$ cat config.mk
export PLATFORM = sky130hd
export DESIGN_NAME = three_floor_elevator_controller
export DESIGN_NICKNAME = d
export VERILOG_FILES = /design/src/design/tfec_pkg.sv /design/src/design/three_floor_elevator_controller.sv
export SDC_FILE = /design/constraint.sdc
export NUM_CORES = 1
export LEC_CHECK = 0
export BUFFER_PORTS_ARGS = -buffer_cell sky130_fd_sc_hd__buf_4
export CAP_MARGIN = 20
export CELL_PAD_IN_SITES_DETAIL_PLACEMENT = 1
export CELL_PAD_IN_SITES_GLOBAL_PLACEMENT = 1
export CORE_MARGIN = 4
export CORE_UTILIZATION = 45
export CTS_CLUSTER_DIAMETER = 100
export DETAILED_ROUTE_END_ITERATION = 10
export PLACE_DENSITY_LB_ADDON = 0.1
export SLEW_MARGIN = 20
export SYNTH_ARGS = -nofsm -noshare
export SYNTH_HDL_FRONTEND = slang
export SYNTH_SLANG_ARGS = --single-unit
export TNS_END_PERCENT = 5
$ cat constraint.sdc
create_clock -name clk -period 3.9 [get_ports clk]
set_input_delay 0.975 -clock clk [delete_from_list [all_inputs] [get_ports clk]]
set_output_delay 0.975 -clock clk [all_outputs]
set_load 0.005 [all_outputs]
$ cat src/design/tfec_pkg.sv
// ----------------------------------------------------------------------------
// tfec_pkg
// floor codes and status bit positions for the elevator controller
// ----------------------------------------------------------------------------
package tfec_pkg;

	typedef logic [1:0] floor_t;

	localparam floor_t FLOOR_NONE = 2'd0;
	localparam floor_t FLOOR_1    = 2'd1;
	localparam floor_t FLOOR_2    = 2'd2;
	localparam floor_t FLOOR_3    = 2'd3;

	// cabin status bits
	localparam int CAB_PERSON = 3;
	// hall status bits
	localparam int HALL_HEAVY  = 3;
	localparam int HALL_CLOSED = 4;
	// drive status bits
	localparam int DRV_MOVING = 3;
	localparam int DRV_EMERG  = 4;
	localparam int DRV_FIRE   = 5;
	localparam int DRV_ARRIVE = 6;

	// cabin command bits
	localparam int CMD_HEAVY  = 3;
	localparam int CMD_FIRE   = 4;
	localparam int CMD_EMERG  = 5;
	localparam int CMD_MOVING = 6;
	localparam int CMD_CLOSED = 7;

	// lowest pressed floor wins, none keeps the old request
	function automatic floor_t decode_low(input logic [2:0] btn, input floor_t keep);
		floor_t f;
		if (btn[0]) f = FLOOR_1;
		else if (btn[1]) f = FLOOR_2;
		else if (btn[2]) f = FLOOR_3;
		else f = keep;
		return f;
	endfunction

	// highest sensed floor wins, none keeps the old floor
	function automatic floor_t decode_high(input logic [2:0] sns, input floor_t keep);
		floor_t f;
		if (sns[2]) f = FLOOR_3;
		else if (sns[1]) f = FLOOR_2;
		else if (sns[0]) f = FLOOR_1;
		else f = keep;
		return f;
	endfunction

	function automatic logic [2:0] floor_onehot(input floor_t f);
		logic [2:0] oh;
		case (f)
			FLOOR_3: oh = 3'b100;
			FLOOR_2: oh = 3'b010;
			default: oh = 3'b001;
		endcase
		return oh;
	endfunction

endpackage

$ cat src/design/three_floor_elevator_controller.sv
// ----------------------------------------------------------------------------
// three floor elevator controller
// path: an accepted item is held in the input register, then its commands go to the result register
// throughput: one item per cycle while results are taken; state updates only when an item advances
// result register decouples sides; one new item can enter the input register while a result waits
// reset: async active low; no requests, floor one, latch and motor bits clear
// ----------------------------------------------------------------------------
module three_floor_elevator_controller (
	input  logic       clk,
	input  logic       arst_n,
	input  logic       in_valid,
	output logic       in_ready,
	input  logic [7:0] cabin_status,
	input  logic [7:0] hall_status,
	input  logic [7:0] drive_status,
	output logic       out_valid,
	input  logic       out_ready,
	output logic [7:0] cabin_command,
	output logic [3:0] hall_command,
	output logic [2:0] motor_command,
	output logic       alarm_lamp
);

	// input stage
	logic       valid_s1;
	logic [7:0] cabin_s1;
	logic [7:0] hall_s1;
	logic [7:0] drive_s1;

	// controller state
	tfec_pkg::floor_t cabin_req_q;
	tfec_pkg::floor_t hall_req_q;
	tfec_pkg::floor_t floor_q;
	logic             emerg_q;
	logic [2:0]       motor_q;

	// result register
	logic       out_valid_q;
	logic [7:0] cabin_cmd_q;
	logic [3:0] hall_cmd_q;

	logic advance;

	// next values
	tfec_pkg::floor_t cabin_req_d;
	tfec_pkg::floor_t hall_req_d;
	tfec_pkg::floor_t floor_d;
	logic             emerg_d;
	logic [2:0]       motor_d;
	logic [7:0]       cabin_cmd_d;
	logic [3:0]       hall_cmd_d;

	logic person, heavy, closed, moving, fire, arrive, pending, go;

	assign advance  = valid_s1 && (!out_valid_q || out_ready);
	assign in_ready = !valid_s1 || advance;

	always_comb begin
		person  = cabin_s1[tfec_pkg::CAB_PERSON];
		heavy   = hall_s1[tfec_pkg::HALL_HEAVY];
		closed  = hall_s1[tfec_pkg::HALL_CLOSED];
		moving  = drive_s1[tfec_pkg::DRV_MOVING];
		fire    = drive_s1[tfec_pkg::DRV_FIRE];
		arrive  = drive_s1[tfec_pkg::DRV_ARRIVE];

		cabin_req_d = tfec_pkg::decode_low(cabin_s1[2:0], cabin_req_q);
		hall_req_d  = tfec_pkg::decode_low(hall_s1[2:0], hall_req_q);
		floor_d     = tfec_pkg::decode_high(drive_s1[2:0], floor_q);
		emerg_d     = emerg_q ^ drive_s1[tfec_pkg::DRV_EMERG];

		cabin_cmd_d = {closed, moving, emerg_d, fire, heavy, tfec_pkg::floor_onehot(floor_d)};

		pending    = (cabin_req_d != tfec_pkg::FLOOR_NONE) || (hall_req_d != tfec_pkg::FLOOR_NONE);
		hall_cmd_d = {pending && !closed, person,
			emerg_d || arrive || fire || (person && !moving), moving};

		// stopped at a requested floor
		if (!moving) begin
			if (cabin_req_d == floor_d) cabin_req_d = tfec_pkg::FLOOR_NONE;
			if (hall_req_d == floor_d) hall_req_d = tfec_pkg::FLOOR_NONE;
		end

		go = !person && !heavy && !fire && !emerg_d &&
			((cabin_req_d != tfec_pkg::FLOOR_NONE) || (hall_req_d != tfec_pkg::FLOOR_NONE));

		motor_d = motor_q;
		if (go) begin
			if (floor_d == tfec_pkg::FLOOR_2) begin
				if (cabin_req_d == tfec_pkg::FLOOR_1) begin
					motor_d[0]  = 1'b1;
					cabin_req_d = tfec_pkg::FLOOR_NONE;
				end else if (cabin_req_d == tfec_pkg::FLOOR_3) begin
					motor_d[2]  = 1'b1;
					cabin_req_d = tfec_pkg::FLOOR_NONE;
				end else if (hall_req_d == tfec_pkg::FLOOR_3) begin
					motor_d[2] = 1'b1;
					hall_req_d = tfec_pkg::FLOOR_NONE;
				end else if (hall_req_d == tfec_pkg::FLOOR_1) begin
					motor_d[0] = 1'b1;
					hall_req_d = tfec_pkg::FLOOR_NONE;
				end
			end else if (hall_req_d == tfec_pkg::FLOOR_2 || cabin_req_d == tfec_pkg::FLOOR_2) begin
				motor_d[1] = 1'b1;
				if (cabin_req_d == tfec_pkg::FLOOR_2) cabin_req_d = tfec_pkg::FLOOR_NONE;
				if (hall_req_d == tfec_pkg::FLOOR_2) hall_req_d = tfec_pkg::FLOOR_NONE;
			end else if (floor_d == tfec_pkg::FLOOR_1) begin
				motor_d[2] = 1'b1;
				if (cabin_req_d == tfec_pkg::FLOOR_3) cabin_req_d = tfec_pkg::FLOOR_NONE;
				if (hall_req_d == tfec_pkg::FLOOR_3) hall_req_d = tfec_pkg::FLOOR_NONE;
			end else begin
				motor_d[0] = 1'b1;
				if (cabin_req_d == tfec_pkg::FLOOR_1) cabin_req_d = tfec_pkg::FLOOR_NONE;
				if (hall_req_d == tfec_pkg::FLOOR_1) hall_req_d = tfec_pkg::FLOOR_NONE;
			end
		end else begin
			motor_d = 3'b000;
		end
	end

	// input stage control
	always_ff @(posedge clk or negedge arst_n) begin
		if (!arst_n) begin
			valid_s1 <= 1'b0;
		end else if (in_ready) begin
			valid_s1 <= in_valid;
		end
	end

	always_ff @(posedge clk) begin
		if (in_valid && in_ready) begin
			cabin_s1 <= cabin_status;
			hall_s1  <= hall_status;
			drive_s1 <= drive_status;
		end
	end

	// state and result valid
	always_ff @(posedge clk or negedge arst_n) begin
		if (!arst_n) begin
			cabin_req_q <= tfec_pkg::FLOOR_NONE;
			hall_req_q  <= tfec_pkg::FLOOR_NONE;
			floor_q     <= tfec_pkg::FLOOR_1;
			emerg_q     <= 1'b0;
			motor_q     <= 3'b000;
			out_valid_q <= 1'b0;
		end else if (advance) begin
			cabin_req_q <= cabin_req_d;
			hall_req_q  <= hall_req_d;
			floor_q     <= floor_d;
			emerg_q     <= emerg_d;
			motor_q     <= motor_d;
			out_valid_q <= 1'b1;
		end else if (out_ready) begin
			out_valid_q <= 1'b0;
		end
	end

	always_ff @(posedge clk) begin
		if (advance) begin
			cabin_cmd_q <= cabin_cmd_d;
			hall_cmd_q  <= hall_cmd_d;
		end
	end

	assign out_valid     = out_valid_q;
	assign cabin_command = cabin_cmd_q;
	assign hall_command  = hall_cmd_q;
	assign motor_command = motor_q;
	assign alarm_lamp    = emerg_q;

endmodule

==> metrics.md <==
| Metric | Value |
|---|---|
| Synth cell types | `56` |
| Global-route wire length before repair | `8.84 mm` |
| Rows | `23` |
| Count of input and output buffers | `37` |
| Final period util | `61.7%` |
| Hpwl dp | `4.09 mm` |
| Worst r2r path cells | `6` |
| TritonCTS Sinks | `39` |
| Total Routing Usage GR | `21.8%` |
| Lkg Pwr | `0.000961 uW` |
| CTS Buf Count | `5` |
| PnR Total Power | `1110 uW` |
| Req. time, crit path | `2.92 ns` |
| Drt total wl | `5.40 mm` |
| Nets | `241` |
| Die width | `74.2 um` |
| Drt pass-1 iters | `5` |
| Setup-failing EPs final | `0` |
| Antenna cells | `0` |
| Worst setup path start | `out_ready` |
| DRC viols | `0` |
| Max cap viols | `0` |
| Vias | `1584` |
| Fin. Hold Viols | `0` |
| Area delta synth->final | `21.8%` |
| Cell Area, Synth | `1970 sq um` |
| RSZ-0062 raised after global routing | `no` |
| PD cells | `464 nW/um^2` |
| CTS tree | `done` |
| Syn Inst Count | `173` |
| Commonest non-fill, non-tap cell in the layout | `buf_4` |
| Fmax | `416 MHz` |
| Crit. End Element | `output port` |
| Slew @ Worst Pin | `0.802 ns` |
| Post-layout min period | `2.41 ns` |
| Post-synth EDFFs | `27` |
| Vias in the first global route | `1714` |
| DRT antenna net count | `0` |
| Share of the yosys chip area belonging to registers | `56.4%` |
| Post-CTS Setup Bufs | `0` |
| Outcome | `complete, no violations` |
| Initial antenna violation count | `0` |
| Synth Warn # | `0` |
| Core Util, Final | `58.3%` |
| Hold Slack | `0.457 ns` |
| Reg2reg end | `motor_command[0]` |
| Synth async-reset ratio | `30.8%` |
| Worst Skew | `0.00524 ns` |
| CP Launch Type | `input pin` |
| Hold Crit Class | `reg -> reg` |
| Max Root-Sink Buffers | `2` |
| Initial core utilization | `47.9%` |
| Maximum vdd drop | `0.376 mV` |
| Cts-stage hold buffer count | `0` |
| Remaining Overflow, GRT | `0` |
| Register-to-Register Setup Slack | `1.49 ns` |
| Yosys reg bits | `39` |
| Clk root buf | `clkbuf_8` |
| Clock slew at reported path FFs | `0.07 ns` |
| Core area | `4120 sq um` |
| Ratio of cells with drive above 1 in the final layout | `28.5%` |
| Reg2reg start | `drive_s1[0]` |
| CTS H-tree depth | `2` |
| DR iter-0 viols | `101` |
| Max-slew headroom | `46.4%` |
| I/O pins | `46` |
| Most frequent cells in the layout | `buf_4, edfxtp_1, a21oi_1` |
| Crit path kind | `in -> out` |
| DR WL/cell | `20.4 um` |
| Die area | `5500 sq um` |
| Max-slew violations | `0` |
| GP Congestion | `0.938` |
| Syn avg cell area | `11.4 sq um` |
| Net Count, Synth | `201` |
| TNS Setup | `0 ns` |
| CP endpoint | `in_ready` |
| Die Height | `74.2 um` |
| Largest net degree at the start of global routing | `19` |
| Critical path peak fanout | `3` |
| Clock latency at the later pin of the worst-skew pair | `0.28 ns` |
| Vias per inst | `6.00` |
| Critical path arrival | `1.43 ns` |
| Post-CTS resize count | `0` |
| Post-synth top flop | `edfxtp_1` |
-- Yosys cell counts, drive strengths merged (2+ instances only) --
| cell | n | area, sq um |
|---|---|---|
| a22oi | 2 | 15.0 |
| and2 | 3 | 18.8 |
| edfxtp | 27 | 811 |
| o31ai | 3 | 22.5 |
| nor2 | 14 | 67.6 |
| o21bai | 3 | 22.5 |
| o21ai | 9 | 45.0 |
| a2111oi | 2 | 17.5 |
| nor4 | 2 | 12.5 |
| o211ai | 3 | 22.5 |
| inv | 6 | 22.5 |
| nand2b | 5 | 38.8 |
| a21o | 2 | 15.0 |
| nor3 | 5 | 35.0 |
| nand2 | 14 | 60.1 |
| clkbuf | 2 | 7.51 |
| nor2b | 2 | 12.5 |
| xnor2 | 4 | 35.0 |
| a21oi | 19 | 95.1 |
| o21ba | 4 | 46.3 |
| a31oi | 2 | 12.5 |
| or4 | 2 | 18.8 |
| dfrtp | 11 | 275 |
| nor3b | 2 | 15.0 |
| buf | 3 | 23.8 |
| o22ai | 2 | 12.5 |
| a211oi | 2 | 15.0 |
-- flip-flops by register name (all words and copies together) (netlist names) --
name	count
valid_s1	1
cabin_command	8
hall_s1	5
motor_command	3
cabin_s1	4
cabin_req_q	2
floor_q	2
hall_req_q	2
out_valid	1
hall_command	3
drive_s1	7
alarm_lamp	1
-- critical path, cell delays in order --
cell and delay, ns:
buf_4 0.11, nand3b_1 0.19, buf_4 0.16
-- worst min-delay path by stage --
| stage | startpoint | to | slack [ns] | depth (start not counted) |
|---|---|---|---|---|
| 3_3_place_gp | hall_s1[3] | cabin_command[3] | 0.43 | 0 |
| 4_1_cts | hall_s1[3] | cabin_command[3] | 0.46 | 0 |
| 6_report | hall_s1[3] | cabin_command[3] | 0.46 | 0 |
| 5_1_grt | hall_s1[3] | cabin_command[3] | 0.49 | 0 |
| 2_1_floorplan | hall_s1[3] | cabin_command[3] | 0.42 | 0 |
| 3_5_place_dp | hall_s1[3] | cabin_command[3] | 0.44 | 0 |
-- stage by stage --
step | setup WS (ns) | instances | cell area (sq um)
global placement | 1.41 | 256 | 2290
detailed placement | 1.29 | 256 | 2290
floorplan | 1.66 | 173 | 1970
global route | 1.33 | 264 | 2400
CTS | 1.49 | 264 | 2400
finish | 1.49 | 264 | 2400
-- kinds of logic after synthesis --
kind of cell	Yosys count	synth area share, %
simple gates	53	15.6
flops	39	56.4
buf+inv	12	2.92
xor+xnor	5	2.22
mux	1	0.508
compound gates	63	22.3
-- cell type report --
type / instances / area (sq um)
Clock buffer: 5 / 68.8
Clock inverter: 3 / 43.8
Fill cell: 444 / 1710
Inverter: 7 / 26.3
Multi-Input combinational cell: 122 / 802
Sequential cell: 39 / 1110
Tap cell: 50 / 62.6
Timing Repair Buffer: 38 / 285
-- power by group --
part | internal, uW | switching, uW | leakage (uW)
clock | 190 | 139 | 0.0000581
combinational | 107 | 128 | 0.000503
sequential | 502 | 48.4 | 0.000401
-- routing by layer --
metal  track usage (%)  part of all wire (%)  vias to the layer above
li1                  -                     -                      732
met1              26.4                    39                      793
met2              39.2                    54                       55
met3              4.46                   5.8                        4
met4              5.84                  0.63                        0
met5                 0                     0                        -
No activity file was read; power rests on OpenSTA's default activity.
